File: src/hdl/dnsf_pkg.sv
// Shared definitions for the DNS A-record response framer: opcodes,
// sequencer phases, frame constants and the fixed-byte lookup functions.
// Used by dns_a_response_framer; no dependencies of its own.
package dnsf_pkg;

  // Longest label kept; longer labels are truncated and flag an error.
  localparam int LABEL_MAX_DEF = 63;

  localparam int OP_W    = 2;
  localparam int CH_W    = 8;
  localparam int ID_W    = 16;
  localparam int IP_W    = 32;
  localparam int BYTE_W  = 8;
  localparam int CNT_W   = 2;

  // Input tdata layout, lowest bit first: ch, query_id, ip_addr, no_answer.
  localparam int IN_DATA_W  = 64;
  localparam int CH_LSB     = 0;
  localparam int ID_LSB     = CH_LSB + CH_W;
  localparam int IP_LSB     = ID_LSB + ID_W;
  localparam int NA_LSB     = IP_LSB + IP_W;
  // Output tdata layout, lowest bit first: byte_first, byte_second, byte_count.
  localparam int OUT_DATA_W = 24;

  localparam logic [CH_W-1:0] CH_DOT = 8'h2E;

  localparam logic [15:0] DNS_FLAGS    = 16'h8180;
  localparam logic [15:0] NAME_PTR     = 16'hC00C;
  localparam logic [15:0] RR_TYPE_A    = 16'h0001;
  localparam logic [15:0] RR_CLASS_IN  = 16'h0001;
  localparam logic [31:0] RR_TTL       = 32'd300;
  localparam logic [15:0] RR_RDLENGTH  = 16'd4;

  localparam int HDR_LAST     = 11;  // header is 12 bytes
  localparam int TAIL_LAST_NA = 4;   // terminator, type, class
  localparam int TAIL_LAST    = 20;  // plus the 16-byte answer

  localparam logic [CNT_W-1:0] COUNT_ONE = 2'd1;
  localparam logic [CNT_W-1:0] COUNT_TWO = 2'd2;

  typedef enum logic [OP_W-1:0] {
    OP_START = 2'd0,
    OP_CHAR  = 2'd1,
    OP_END   = 2'd2,
    OP_RSVD  = 2'd3
  } op_t;

  typedef enum logic [4:0] {
    PH_IDLE = 5'b00001,
    PH_HDR  = 5'b00010,
    PH_LEN  = 5'b00100,
    PH_LBL  = 5'b01000,
    PH_TAIL = 5'b10000
  } phase_t;

  // Header byte at a given offset.
  function automatic logic [BYTE_W-1:0] hdr_byte(input logic [3:0] idx,
                                                 input logic [ID_W-1:0] id,
                                                 input logic na);
    logic [BYTE_W-1:0] b;
    b = '0;
    case (idx)
      4'd0:    b = id[15:8];
      4'd1:    b = id[7:0];
      4'd2:    b = DNS_FLAGS[15:8];
      4'd3:    b = DNS_FLAGS[7:0];
      4'd5:    b = 8'h01;              // one question
      4'd7:    b = {7'b0, ~na};        // answer count
      default: b = '0;
    endcase
    return b;
  endfunction

  // Byte after the last label: terminator, question type/class, answer.
  function automatic logic [BYTE_W-1:0] tail_byte(input logic [4:0] idx,
                                                  input logic [IP_W-1:0] ip);
    logic [BYTE_W-1:0] b;
    b = '0;
    case (idx)
      5'd0:    b = 8'h00;
      5'd1:    b = RR_TYPE_A[15:8];
      5'd2:    b = RR_TYPE_A[7:0];
      5'd3:    b = RR_CLASS_IN[15:8];
      5'd4:    b = RR_CLASS_IN[7:0];
      5'd5:    b = NAME_PTR[15:8];
      5'd6:    b = NAME_PTR[7:0];
      5'd7:    b = RR_TYPE_A[15:8];
      5'd8:    b = RR_TYPE_A[7:0];
      5'd9:    b = RR_CLASS_IN[15:8];
      5'd10:   b = RR_CLASS_IN[7:0];
      5'd11:   b = RR_TTL[31:24];
      5'd12:   b = RR_TTL[23:16];
      5'd13:   b = RR_TTL[15:8];
      5'd14:   b = RR_TTL[7:0];
      5'd15:   b = RR_RDLENGTH[15:8];
      5'd16:   b = RR_RDLENGTH[7:0];
      5'd17:   b = ip[31:24];
      5'd18:   b = ip[23:16];
      5'd19:   b = ip[15:8];
      5'd20:   b = ip[7:0];
      default: b = '0;
    endcase
    return b;
  endfunction

endpackage

File: src/hdl/dnsf_ram.sv
// Generic single-port-write, single-port-read RAM with a registered read.
// No dependencies; read data holds while rd_en is low.
module dnsf_ram #(
  parameter int WIDTH = 8,
  parameter int DEPTH = 64,
  parameter int AW    = (DEPTH > 1) ? $clog2(DEPTH) : 1
) (
  input  logic             clk,
  input  logic             wr_en,
  input  logic [AW-1:0]    wr_addr,
  input  logic [WIDTH-1:0] wr_data,
  input  logic             rd_en,
  input  logic [AW-1:0]    rd_addr,
  output logic [WIDTH-1:0] rd_data
);

  logic [WIDTH-1:0] mem_r [DEPTH];
  logic [WIDTH-1:0] rd_data_r;

  always_ff @(posedge clk) begin
    if (wr_en) begin
      mem_r[wr_addr] <= wr_data;
    end
    if (rd_en) begin
      rd_data_r <= mem_r[rd_addr];
    end
  end

  assign rd_data = rd_data_r;

endmodule

File: src/hdl/dns_a_response_framer.sv
// Top level of the DNS A-record response framer: input decode, label
// buffer control, byte sequencer, byte pairing and output register.
// Depends on dnsf_pkg and dnsf_ram.
//
//  Channel | Ports       | Payload
//  --------+-------------+---------------------------------------------------
//  input   | in_t*       | tuser: op; tdata: ch, query_id, ip_addr, no_answer
//  result  | out_t*      | tdata: byte_first, byte_second, byte_count;
//          |             | tuser: run_last, frame_error; tlast: frame_last
//
// A character item emits no bytes. An item that emits bytes walks them out
// one byte per cycle, while the output is not stalled, through a two-stage
// pipe (sequencer, then the label RAM read or a fixed byte): the header for
// a start, the length byte and the label for a dot, and the length byte,
// label and tail for an end. The single read port of the label RAM sets the
// byte rate. Reset is synchronous and active low; the RAM needs no clearing.
// A stalled output holds the pipe; input is taken again once every byte of
// the previous item has left the pairing stage, even while the last result
// still waits in the output register.
module dns_a_response_framer #(
  parameter int LABEL_MAX = dnsf_pkg::LABEL_MAX_DEF
) (
  input  logic                            clk,
  input  logic                            rst_n,
  input  logic                            in_tvalid,
  output logic                            in_tready,
  // [7:0] ch, [23:8] query_id, [55:24] ip_addr, [56] no_answer, rest zero
  input  logic [dnsf_pkg::IN_DATA_W-1:0]  in_tdata,
  // [1:0] op
  input  logic [dnsf_pkg::OP_W-1:0]       in_tuser,
  output logic                            out_tvalid,
  input  logic                            out_tready,
  // [7:0] byte_first, [15:8] byte_second, [17:16] byte_count, rest zero
  output logic [dnsf_pkg::OUT_DATA_W-1:0] out_tdata,
  // [0] run_last, [1] frame_error
  output logic [1:0]                      out_tuser,
  // frame_last
  output logic                            out_tlast
);

  import dnsf_pkg::*;

  // Label RAM addressing and fill count.
  localparam int AW   = (LABEL_MAX > 1) ? $clog2(LABEL_MAX) : 1;
  localparam int FW   = $clog2(LABEL_MAX + 1);
  // The sequencer counter covers the header, a label and the tail.
  localparam int CMAX = (LABEL_MAX > TAIL_LAST + 1) ? LABEL_MAX : TAIL_LAST + 1;
  localparam int CW   = $clog2(CMAX + 1);

  // Input field unpacking.
  op_t               in_op;
  logic [CH_W-1:0]   in_ch;
  logic [ID_W-1:0]   in_id;
  logic [IP_W-1:0]   in_ip;
  logic              in_na;

  assign in_op = op_t'(in_tuser);
  assign in_ch = in_tdata[CH_LSB +: CH_W];
  assign in_id = in_tdata[ID_LSB +: ID_W];
  assign in_ip = in_tdata[IP_LSB +: IP_W];
  assign in_na = in_tdata[NA_LSB];

  // Frame context.
  logic [ID_W-1:0] id_r, id_nxt;
  logic [IP_W-1:0] ip_r, ip_nxt;
  logic            na_r, na_nxt;
  logic            in_frame_r, in_frame_nxt;
  logic            ovf_r, ovf_nxt;
  logic [FW-1:0]   fill_r, fill_nxt;

  // Sequencer stage.
  phase_t          ph_r, ph_nxt;
  logic [CW-1:0]   cnt_r, cnt_nxt;
  logic [FW-1:0]   len_r, len_nxt;
  logic            end_r, end_nxt;   // item is the end of the domain
  logic            err_r, err_nxt;   // overflow latched for the end item

  // Byte stage: RAM read data or a fixed byte.
  logic              bv_r, bv_nxt;
  logic              b_mem_r, b_mem_nxt;
  logic [BYTE_W-1:0] b_const_r, b_const_nxt;
  logic              b_last_r, b_last_nxt;
  logic              b_frame_r, b_frame_nxt;

  // Pairing stage.
  logic              hv_r, hv_nxt;
  logic [BYTE_W-1:0] h_byte_r, h_byte_nxt;

  // Output register.
  logic              ov_r, ov_nxt;
  logic [BYTE_W-1:0] o_first_r, o_first_nxt;
  logic [BYTE_W-1:0] o_second_r, o_second_nxt;
  logic [CNT_W-1:0]  o_count_r, o_count_nxt;
  logic              o_run_last_r, o_run_last_nxt;
  logic              o_frame_last_r, o_frame_last_nxt;
  logic              o_error_r, o_error_nxt;

  logic              in_acc;
  logic              busy;
  logic              out_free;
  logic              b_take;
  logic              a_go;
  logic [BYTE_W-1:0] a_byte;
  logic              a_mem;
  logic              a_last;
  phase_t            ph_adv;
  logic [CW-1:0]     cnt_adv;
  logic [CW-1:0]     tail_last;
  logic [BYTE_W-1:0] b_byte;
  logic              b_fin;

  logic              ram_wr_en;
  logic              ram_rd_en;
  logic [BYTE_W-1:0] ram_rd_data;

  // The RAM is only written while no flush is in flight, so reads and
  // writes of the label never overlap.
  assign busy      = (ph_r != PH_IDLE) || bv_r || hv_r;
  assign in_tready = ~busy;
  assign in_acc    = in_tvalid & in_tready;

  assign ram_wr_en = in_acc && (in_op == OP_CHAR) && in_frame_r && (in_ch != CH_DOT) &&
                     (fill_r < FW'(LABEL_MAX));

  assign out_free = ~ov_r | out_tready;
  assign b_byte   = b_mem_r ? ram_rd_data : b_const_r;
  // A byte leaves the byte stage into the half register freely; completing
  // a result needs room in the output register.
  assign b_take   = bv_r && ((hv_r || b_last_r) ? out_free : 1'b1);
  assign a_go     = (ph_r != PH_IDLE) && (~bv_r || b_take);
  assign b_fin    = b_last_r & b_frame_r;

  assign tail_last = na_r ? CW'(TAIL_LAST_NA) : CW'(TAIL_LAST);

  // Byte selection and phase advance of the sequencer.
  always_comb begin
    a_byte  = '0;
    a_mem   = 1'b0;
    a_last  = 1'b0;
    ph_adv  = ph_r;
    cnt_adv = cnt_r + 1'b1;
    case (ph_r)
      PH_HDR: begin
        a_byte = hdr_byte(cnt_r[3:0], id_r, na_r);
        if (cnt_r == CW'(HDR_LAST)) begin
          a_last = 1'b1;
          ph_adv = PH_IDLE;
        end
      end
      PH_LEN: begin
        a_byte  = BYTE_W'(len_r);
        cnt_adv = '0;
        if (len_r == '0) begin
          if (end_r) begin
            ph_adv = PH_TAIL;
          end else begin
            a_last = 1'b1;
            ph_adv = PH_IDLE;
          end
        end else begin
          ph_adv = PH_LBL;
        end
      end
      PH_LBL: begin
        a_mem = 1'b1;
        if (cnt_r + 1'b1 == CW'(len_r)) begin
          cnt_adv = '0;
          if (end_r) begin
            ph_adv = PH_TAIL;
          end else begin
            a_last = 1'b1;
            ph_adv = PH_IDLE;
          end
        end
      end
      PH_TAIL: begin
        a_byte = tail_byte(cnt_r[4:0], ip_r);
        if (cnt_r == tail_last) begin
          a_last = 1'b1;
          ph_adv = PH_IDLE;
        end
      end
      default: begin
      end
    endcase
  end

  assign ram_rd_en = a_go & a_mem;

  // Next-state logic for all stages.
  always_comb begin
    id_nxt       = id_r;
    ip_nxt       = ip_r;
    na_nxt       = na_r;
    in_frame_nxt = in_frame_r;
    ovf_nxt      = ovf_r;
    fill_nxt     = fill_r;
    ph_nxt       = ph_r;
    cnt_nxt      = cnt_r;
    len_nxt      = len_r;
    end_nxt      = end_r;
    err_nxt      = err_r;

    if (in_acc) begin
      case (in_op)
        OP_START: begin
          // A start inside an open frame simply abandons it.
          id_nxt       = in_id;
          ip_nxt       = in_ip;
          na_nxt       = in_na;
          fill_nxt     = '0;
          ovf_nxt      = 1'b0;
          in_frame_nxt = 1'b1;
          ph_nxt       = PH_HDR;
          cnt_nxt      = '0;
          end_nxt      = 1'b0;
        end
        OP_CHAR: begin
          if (in_frame_r) begin
            if (in_ch == CH_DOT) begin
              len_nxt  = fill_r;
              fill_nxt = '0;
              ph_nxt   = PH_LEN;
              end_nxt  = 1'b0;
            end else if (fill_r >= FW'(LABEL_MAX)) begin
              ovf_nxt = 1'b1;
            end else begin
              fill_nxt = fill_r + 1'b1;
            end
          end
        end
        OP_END: begin
          if (in_frame_r) begin
            len_nxt      = fill_r;
            fill_nxt     = '0;
            ph_nxt       = PH_LEN;
            end_nxt      = 1'b1;
            err_nxt      = ovf_r;
            ovf_nxt      = 1'b0;
            in_frame_nxt = 1'b0;
          end
        end
        default: begin
        end
      endcase
    end else if (a_go) begin
      ph_nxt  = ph_adv;
      cnt_nxt = cnt_adv;
    end

    // Byte stage.
    bv_nxt      = bv_r;
    b_mem_nxt   = b_mem_r;
    b_const_nxt = b_const_r;
    b_last_nxt  = b_last_r;
    b_frame_nxt = b_frame_r;
    if (a_go) begin
      bv_nxt      = 1'b1;
      b_mem_nxt   = a_mem;
      b_const_nxt = a_byte;
      b_last_nxt  = a_last;
      b_frame_nxt = end_r;
    end else if (b_take) begin
      bv_nxt = 1'b0;
    end

    // Pairing and output register.
    hv_nxt           = hv_r;
    h_byte_nxt       = h_byte_r;
    ov_nxt           = ov_r & ~out_tready;
    o_first_nxt      = o_first_r;
    o_second_nxt     = o_second_r;
    o_count_nxt      = o_count_r;
    o_run_last_nxt   = o_run_last_r;
    o_frame_last_nxt = o_frame_last_r;
    o_error_nxt      = o_error_r;
    if (b_take) begin
      if (hv_r) begin
        hv_nxt           = 1'b0;
        ov_nxt           = 1'b1;
        o_first_nxt      = h_byte_r;
        o_second_nxt     = b_byte;
        o_count_nxt      = COUNT_TWO;
        o_run_last_nxt   = b_last_r;
        o_frame_last_nxt = b_fin;
        o_error_nxt      = b_fin & err_r;
      end else if (b_last_r) begin
        ov_nxt           = 1'b1;
        o_first_nxt      = b_byte;
        o_second_nxt     = '0;
        o_count_nxt      = COUNT_ONE;
        o_run_last_nxt   = 1'b1;
        o_frame_last_nxt = b_fin;
        o_error_nxt      = b_fin & err_r;
      end else begin
        hv_nxt     = 1'b1;
        h_byte_nxt = b_byte;
      end
    end
  end

  always_ff @(posedge clk) begin
    if (!rst_n) begin
      in_frame_r <= 1'b0;
      ovf_r      <= 1'b0;
      fill_r     <= '0;
      ph_r       <= PH_IDLE;
      cnt_r      <= '0;
      bv_r       <= 1'b0;
      hv_r       <= 1'b0;
      ov_r       <= 1'b0;
    end else begin
      in_frame_r <= in_frame_nxt;
      ovf_r      <= ovf_nxt;
      fill_r     <= fill_nxt;
      ph_r       <= ph_nxt;
      cnt_r      <= cnt_nxt;
      bv_r       <= bv_nxt;
      hv_r       <= hv_nxt;
      ov_r       <= ov_nxt;
    end
  end

  always_ff @(posedge clk) begin
    id_r           <= id_nxt;
    ip_r           <= ip_nxt;
    na_r           <= na_nxt;
    len_r          <= len_nxt;
    end_r          <= end_nxt;
    err_r          <= err_nxt;
    b_mem_r        <= b_mem_nxt;
    b_const_r      <= b_const_nxt;
    b_last_r       <= b_last_nxt;
    b_frame_r      <= b_frame_nxt;
    h_byte_r       <= h_byte_nxt;
    o_first_r      <= o_first_nxt;
    o_second_r     <= o_second_nxt;
    o_count_r      <= o_count_nxt;
    o_run_last_r   <= o_run_last_nxt;
    o_frame_last_r <= o_frame_last_nxt;
    o_error_r      <= o_error_nxt;
  end

  dnsf_ram #(
    .WIDTH (BYTE_W),
    .DEPTH (LABEL_MAX),
    .AW    (AW)
  ) u_label_ram (
    .clk     (clk),
    .wr_en   (ram_wr_en),
    .wr_addr (fill_r[AW-1:0]),
    .wr_data (in_ch),
    .rd_en   (ram_rd_en),
    .rd_addr (cnt_r[AW-1:0]),
    .rd_data (ram_rd_data)
  );

  assign out_tvalid = ov_r;
  assign out_tdata  = {{(OUT_DATA_W - 2*BYTE_W - CNT_W){1'b0}}, o_count_r, o_second_r,
                       o_first_r};
  assign out_tuser  = {o_error_r, o_run_last_r};
  assign out_tlast  = o_frame_last_r;

endmodule

File: config.mk
export PLATFORM = sky130hd
export DESIGN_NAME = dns_a_response_framer
export DESIGN_NICKNAME = d
export VERILOG_FILES = /design/src/hdl/dnsf_pkg.sv /design/src/hdl/dnsf_ram.sv /design/src/hdl/dns_a_response_framer.sv
export SDC_FILE = /design/constraint.sdc
export NUM_CORES = 1
export LEC_CHECK = 0
export BUFFER_PORTS_ARGS = -buffer_cell sky130_fd_sc_hd__buf_2
export CAP_MARGIN = 20
export CELL_PAD_IN_SITES_DETAIL_PLACEMENT = 1
export CELL_PAD_IN_SITES_GLOBAL_PLACEMENT = 1
export CORE_ASPECT_RATIO = 0.8
export CORE_UTILIZATION = 51
export DETAILED_ROUTE_END_ITERATION = 16
export PLACE_DENSITY = 0.86
export SYNTH_ARGS = -nofsm -noshare
export SYNTH_HDL_FRONTEND = slang
export SYNTH_SLANG_ARGS = --single-unit
export TNS_END_PERCENT = 1
File: constraint.sdc
create_clock -name clk -period 4.3 [get_ports clk]
set_input_delay 0.43 -clock clk [delete_from_list [all_inputs] [get_ports clk]]
set_output_delay 0.43 -clock clk [all_outputs]
set_load 0.05 [all_outputs]
---- Word-level counts from Yosys, hierarchy flattened ----
Memory sizes are Yosys's and may differ from the RTL's. A register that Yosys moved wholly into a read port is not among the register bits.
Index checks and enable logic that the tools add are counted.
Widths: inputs -> output; s select.
operators by class
  reduce and logical (&&, ||, !) cells .... 32
  eq/ne operators ......................... 44
  add/subtract/negate cells ............... 2
  multiplexer cells ....................... 69
  bitwise operators ....................... 13
  magnitude comparators ................... 2
operators by type and width
  kind                 number
  $pmux 8 s9           1
  $mux 6               11
  $mux 5               11
  $pmux 8 s6           1
  $mux 8               5
  $eq 5x5->1 const B   6
  $mux 1               29
  $eq 5x4->1 const B   5
  $pmux 6 s2           2
  $pmux 8 s3           1
  $eq 5x3->1 const B   4
  $pmux 5 s4           1
  $ne 3x3->1 const B   6
  $pmux 6 s3           1
  $pmux 5 s3           1
  $reduce_and 5->1     3
  $add 6x1->6 const B  2
  $eq 5x2->1 const B   2
  $reduce_bool 2->1    5
  $reduce_and 9->1     1
  $eq 4x2->1 const B   2
  $eq 4x3->1 const B   2
  $eq 8x6->1 const B   1
  $ne 8x6->1 const B   1
  31 further kinds     58
storage, ports and cells
  register bits after elaboration ......... 119
  bits in writable memories ............... 504
  output and inout bits ................... 29
  bits of input ports ..................... 70
  memories ................................ 1
memory list
  memory             words  width  read ports  clocked after Yosys merged registers in  write ports  RTL line        source
  u_label_ram.mem_r  63     8      1           1                                        1            dnsf_ram.sv:17  logic [WIDTH-1:0] mem_r [DEPTH];

---- Logic depth before layout (Yosys ltp) ----
  depth after elaboration ................. 11
  gate-level depth with buffers ........... 13
  gate-level depth less buffers ........... 8

---- Hierarchy ----
From an unflattened synthesis, not the netlist that was laid out.
second synthesis, totals
  cells, all modules ...................... 1422
  area total of the unflattened synthesis .. 25513.2 µm²
modules (own cells, without submodules)
  module                 area each (µm²)  cells an instance  times used  sequential area each (µm²)
  dnsf_ram               20079.3          982                1           15374.7
  dns_a_response_framer  5434.0           440                1           3353.2

---- Least setup slack after synthesis ----
Ideal clock, no wire load.
  path kind ............................... register to register
  start ................................... reg cnt_r[0]
  end ..................................... reg cnt_r[1]
  slack ................................... 1.437 ns
  cell stages (with the launch flop) ...... 14
  library setup time ...................... 0.118 ns
  clock period less this slack ............ 2.863 ns
  arrival ................................. 2.745 ns
  buffers on the path ..................... 5
  path through ............................ dfxtp_1 buf_2 buf_6 buf_6 buf_2 inv_1 ha_1 xor2_1 a311oi_1 nand4_1 or3_1 clkbuf_1 a32oi_1 nor2b_1
between the ends
  longest elaborated chain between the ends .. 6
ends and longest elaborated chain
  item                    RTL line                                                    source
  from (decl)             dns_a_response_framer.sv:73                                 logic [CW-1:0] cnt_r, cnt_nxt;
  from (signal assigned)  dns_a_response_framer.sv:317                                cnt_r <= cnt_nxt;
  $add 6x1->6 (*)         dns_a_response_framer.sv:141, dns_a_response_framer.sv:166
  $eq 6x6->1              dns_a_response_framer.sv:166                                if (cnt_r + 1'b1 == CW'(len_r)) begin
  $mux 6                  dns_a_response_framer.sv:166
  $pmux 6 s2 (*)          dns_a_response_framer.sv:142                                case (ph_r)
  $mux 6 (*)              dns_a_response_framer.sv:246                                end else if (a_go) begin
  $mux 6 (*)              dns_a_response_framer.sv:204                                if (in_acc) begin
Every way passes the cells marked *; elsewhere a longest branch is shown, timed or not. The select of a mux whose other input is x is not followed.
A chain may end at the register's enable or synchronous reset.

---- Final worst setup path ----
  start ................................... reg ph_r[1]
  end ..................................... mem u_label_ram.mem_r[52][3], enable pin
between the ends
  longest elaborated chain between the ends .. 11
ends and longest elaborated chain
  item                             RTL line                      source
  from (decl)                      dns_a_response_framer.sv:72   phase_t ph_r, ph_nxt;
  from (signal assigned)           dns_a_response_framer.sv:316  ph_r <= ph_nxt;
  $ne 5x1->1                       dns_a_response_framer.sv:118  assign busy = (ph_r != PH_IDLE) || bv_r || hv_r;
  $logic_or 1x1->1 (2 in series)   dns_a_response_framer.sv:118
  $not 1->1                        dns_a_response_framer.sv:119  assign in_tready = ~busy;
  $and 1x1->1                      dns_a_response_framer.sv:120  assign in_acc = in_tvalid & in_tready;
  $logic_and 1x1->1 (4 in series)  dns_a_response_framer.sv:122  assign ram_wr_en = in_acc && (in_op == OP_CHAR) && in_frame_r && (in_ch != CH_DOT) &&
  $mux 1                           dnsf_ram.sv:21                if (wr_en) begin
  $mux 1 (implied by the code)     dnsf_ram.sv:22                mem_r[wr_addr] <= wr_data;
  to (decl)                        dnsf_ram.sv:17
Every way passes these cells.

==> impl_metrics.py <==
metrics = {
    "global_route": {
        "antenna_found_initial": 3,
        "grtUsageTotal_pct": 29.72,
        "grt_pass1_vias": 14937,
        "grt_max_degree": 67,
        "overflow": 0,
        "grt_pass1_wl_mm": 106.6,
    },
    "clock_tree": {
        "root_buffer": "clkbuf_16",
        "insertion_delay_ns": 0.61,
        "cts_tree": "done",
        "path_clk_slew_ns": 0.08,
        "cts_sinks": 631,
        "cts_buffer_depth": 3,
        "cts_made_buffers": 56,
        "cts_setup_buffers": 0,
        "h-tree-depth": 2,
    },
    "placement": {
        "dp_hpwl_mm": 41.15,
        "dpl_cell_area_um2": 26390,
        "portBuffers": 85,
        "gp_congestion": 0.8838,
        "place_ws_ns": 0.7590,
    },
    "routing": {
        "via_per_inst": 6.839,
        "m1WireLength_mm": 27.22,
        "ant_nets": 0,
        "dr_total_vias": 14478,
        "wl_met2_mm": 36.56,
        "wl_per_cell_um": 35.50,
        "met3WireLength_mm": 7.856,
        "drc": 0,
        "first_pass_iters": 7,
        "drt-initial-drc-count": 2188,
        "dr.max_layer_used": "met5",
        "routed_wl_mm": 75.16,
    },
    "synth": {
        "avgSynthCellArea_um2": 19.78,
        "syn_area_um2": 25130,
        "synthCells": 1270,
        "ys_top_cells_by_area": "edfxtp_1 73%, mux4_2 14%, dfxtp_1 1.8%",
        "synth_area_leader_cell": "edfxtp_1",
        "synth_seq_cells": 631,
        "synth_top_area_share_pct": 72.79,
        "synth_cell_types": 62,
        "synth_edf_count": 609,
        "ys_warn_count": 0,
        "synthArstFlopShare_pct": 0,
        "ys_seq_area_share_pct": 74.54,
        "ys.flop_type": "edfxtp_1",
    },
    "power_and_ir_drop": {
        "ir_worst_vdd_mv": 0.5571,
        "power_density_nw_per_um2": 452.3,
        "p_leak_nw": 9.073,
    },
    "critical_path": {
        "endpoint_kind": "register",
        "required_ns": 4.53,
        "critPathSlowestCell": "nor2_1",
        "reg2reg_to": "u_label_ram.mem_r[52][3]",
        "arrival_ns": 3.99,
        "critPathMaxFanout": 8,
        "critPathKind": "reg -> reg",
        "r2r_start": "ph_r[1]",
        "path_cells": "nor3_2, nand4_2, buf_4, nor4_2, nor2b_1, nand2_1, nor2_1",
        "cp-start-kind": "register",
        "worst-r2r-setup-slack_ns": 0.54,
        "rr_worst_depth": 7,
        "slowest_delay_ns": 0.99,
    },
    "sta": {
        "fin_crit_sh_pct": 87.36,
        "rsz0062_at_grt": "no",
        "setup_viol": 0,
        "max_freq_ghz": 0.2662,
        "maxSlewViolCount": 0,
        "worst_pin_slew_ns": 1.110,
        "setup_slack_ns": 0.5435,
        "setup-tns-final_ns": 0,
        "hold_violations": 0,
        "skew_ns": 0.03106,
        "finalCriticalPeriod_ns": 3.757,
        "max-slew-margin-rel_pct": 25.72,
    },
    "cells_and_area": {
        "nets": 1517,
        "layout_common_cells": "609 x edfxtp_1, 152 x mux4_2, 98 x nor2_1",
        "area_growth_pct": 14.02,
        "final_cell_area_um2": 28650,
        "final_common_cell": "edfxtp_1",
        "drive_gt1_share_pct": 26.60,
        "nFillCells": 4143,
    },
    "worst_hold_path": {
        "hold_end": "id_r[2]",
        "min_from": "in_tdata[10]",
        "min_path_cells": 1,
        "min_path_type": "in -> reg",
    },
    "floorplan": {
        "coreArea_um2": 48470,
        "io_pins": 99,
        "die_y_um": 200.5,
        "start_util_pct": 51.84,
        "die_width_um": 250.2,
        "dieArea_um2": 50160,
        "num_rows": 72,
    },
    "run": {
        "max-cap-violations": 0,
    },
    "run_status": {
        "outcome": "finished clean",
    },
}
[through the flow]
step | power, mW | util, % | hold WS [ns] | cells
5_1_grt | 13.17 | 59.10 | 0.002365 | 2116
4_1_cts | 12.83 | 58.94 | 0.001679 | 2106
2_1_floorplan | 7.489 | - | 0.4064 | 1275
3_5_place_dp | 7.789 | 54.44 | 0.5218 | 1965
3_3_place_gp | 7.740 | 54.43 | 0.4929 | 1964
6_report | 12.96 | 59.11 | 0.01553 | 2117
[worst max path at each step]
stage | from | end | slack, ns
floorplan | cnt_r[0] | cnt_r[1] | 1.44
global placement | in_tuser[1] | u_label_ram.mem_r[60][2] | 1.01
detailed placement | in_tuser[1] | u_label_ram.mem_r[16][1] | 0.76
CTS | ph_r[1] | u_label_ram.mem_r[16][7] | 0.77
global route | ph_r[1] | u_label_ram.mem_r[52][5] | 0.49
finish | ph_r[1] | u_label_ram.mem_r[52][3] | 0.54
[Yosys cell counts (4+ instances only)]
| cell type | number |
|---|---|
| buf_2 | 5 |
| nor3_1 | 9 |
| clkbuf_1 | 29 |
| a22oi_1 | 9 |
| a221oi_1 | 4 |
| xor2_1 | 4 |
| nand3_1 | 17 |
| and3_1 | 12 |
| a221o_1 | 12 |
| nor2b_1 | 13 |
| o21ai_0 | 20 |
| mux2_2 | 16 |
| and2_1 | 12 |
| nand3b_1 | 8 |
| o2111ai_1 | 6 |
| buf_4 | 12 |
| xnor2_1 | 9 |
| dfxtp_1 | 22 |
| ha_1 | 9 |
| a21oi_1 | 12 |
| mux2i_1 | 14 |
| edfxtp_1 | 609 |
| o221ai_1 | 5 |
| buf_1 | 17 |
| nor2_1 | 98 |
| inv_1 | 12 |
| mux4_2 | 152 |
| nand2b_1 | 5 |
| buf_6 | 9 |
| nand4_1 | 4 |
| nor4_1 | 5 |
| or3_1 | 4 |
| a22o_1 | 12 |
| nand2_1 | 40 |
[worst max-delay path, delay by kind of cell, from the launching register on]
family	cells	cell delay [ns]
AND/OR/NAND/NOR	6	2.74
flip-flops	1	0.41
buffers and inverters	1	0.21
[layout make-up]
class	count	area, um2	area share (%)
clock inverters	36	347.8	1.214
repair buffers	177	1269	4.429
well taps	629	787.0	2.747
multi-input cells	556	5968	20.83
inverters	16	60.06	0.2096
clock buffers	69	1471	5.136
diodes	3	7.507	0.02621
flip-flops and latches	631	18740	65.40
[state kept, by name, summed over array words and instances (netlist names), 8 cells and up]
register and flops:
o_first_r 8, ip_r 32, u_label_ram.mem_r 504, id_r 16, u_label_ram.rd_data 8, h_byte_r 8, b_const_r 8, o_second_r 8
[power by group]
| part | total, mW | internal (mW) | switching (mW) |
|---|---|---|---|
| Combinational | 0.898 | 0.370 | 0.529 |
| Clock | 5.22 | 2.85 | 2.37 |
| Sequential | 6.84 | 6.79 | 0.0541 |
[metal layers]
metal | vias up | GRT usage [%]
met5 | - | 0
met4 | 2 | 10.71
met3 | 251 | 5.991
met2 | 1162 | 48.78
met1 | 7510 | 39.81
li1 | 5553 | -
[cells by family after synthesis]
group | synth area share [%]
xor+xnor | 0.4532
simple gates | 4.517
mux | 14.90
compound gates | 3.342
flops | 74.54
buf+inv | 1.788
fa+ha+maj | 0.4482
other cells | 0.01493
[timing repair]
item	in CTS	in global routing
endpoints found under the hold margin	36	7
gates resized for setup	0	0
hold buffers	36	7
No activity file was read; power rests on OpenSTA's default activity.
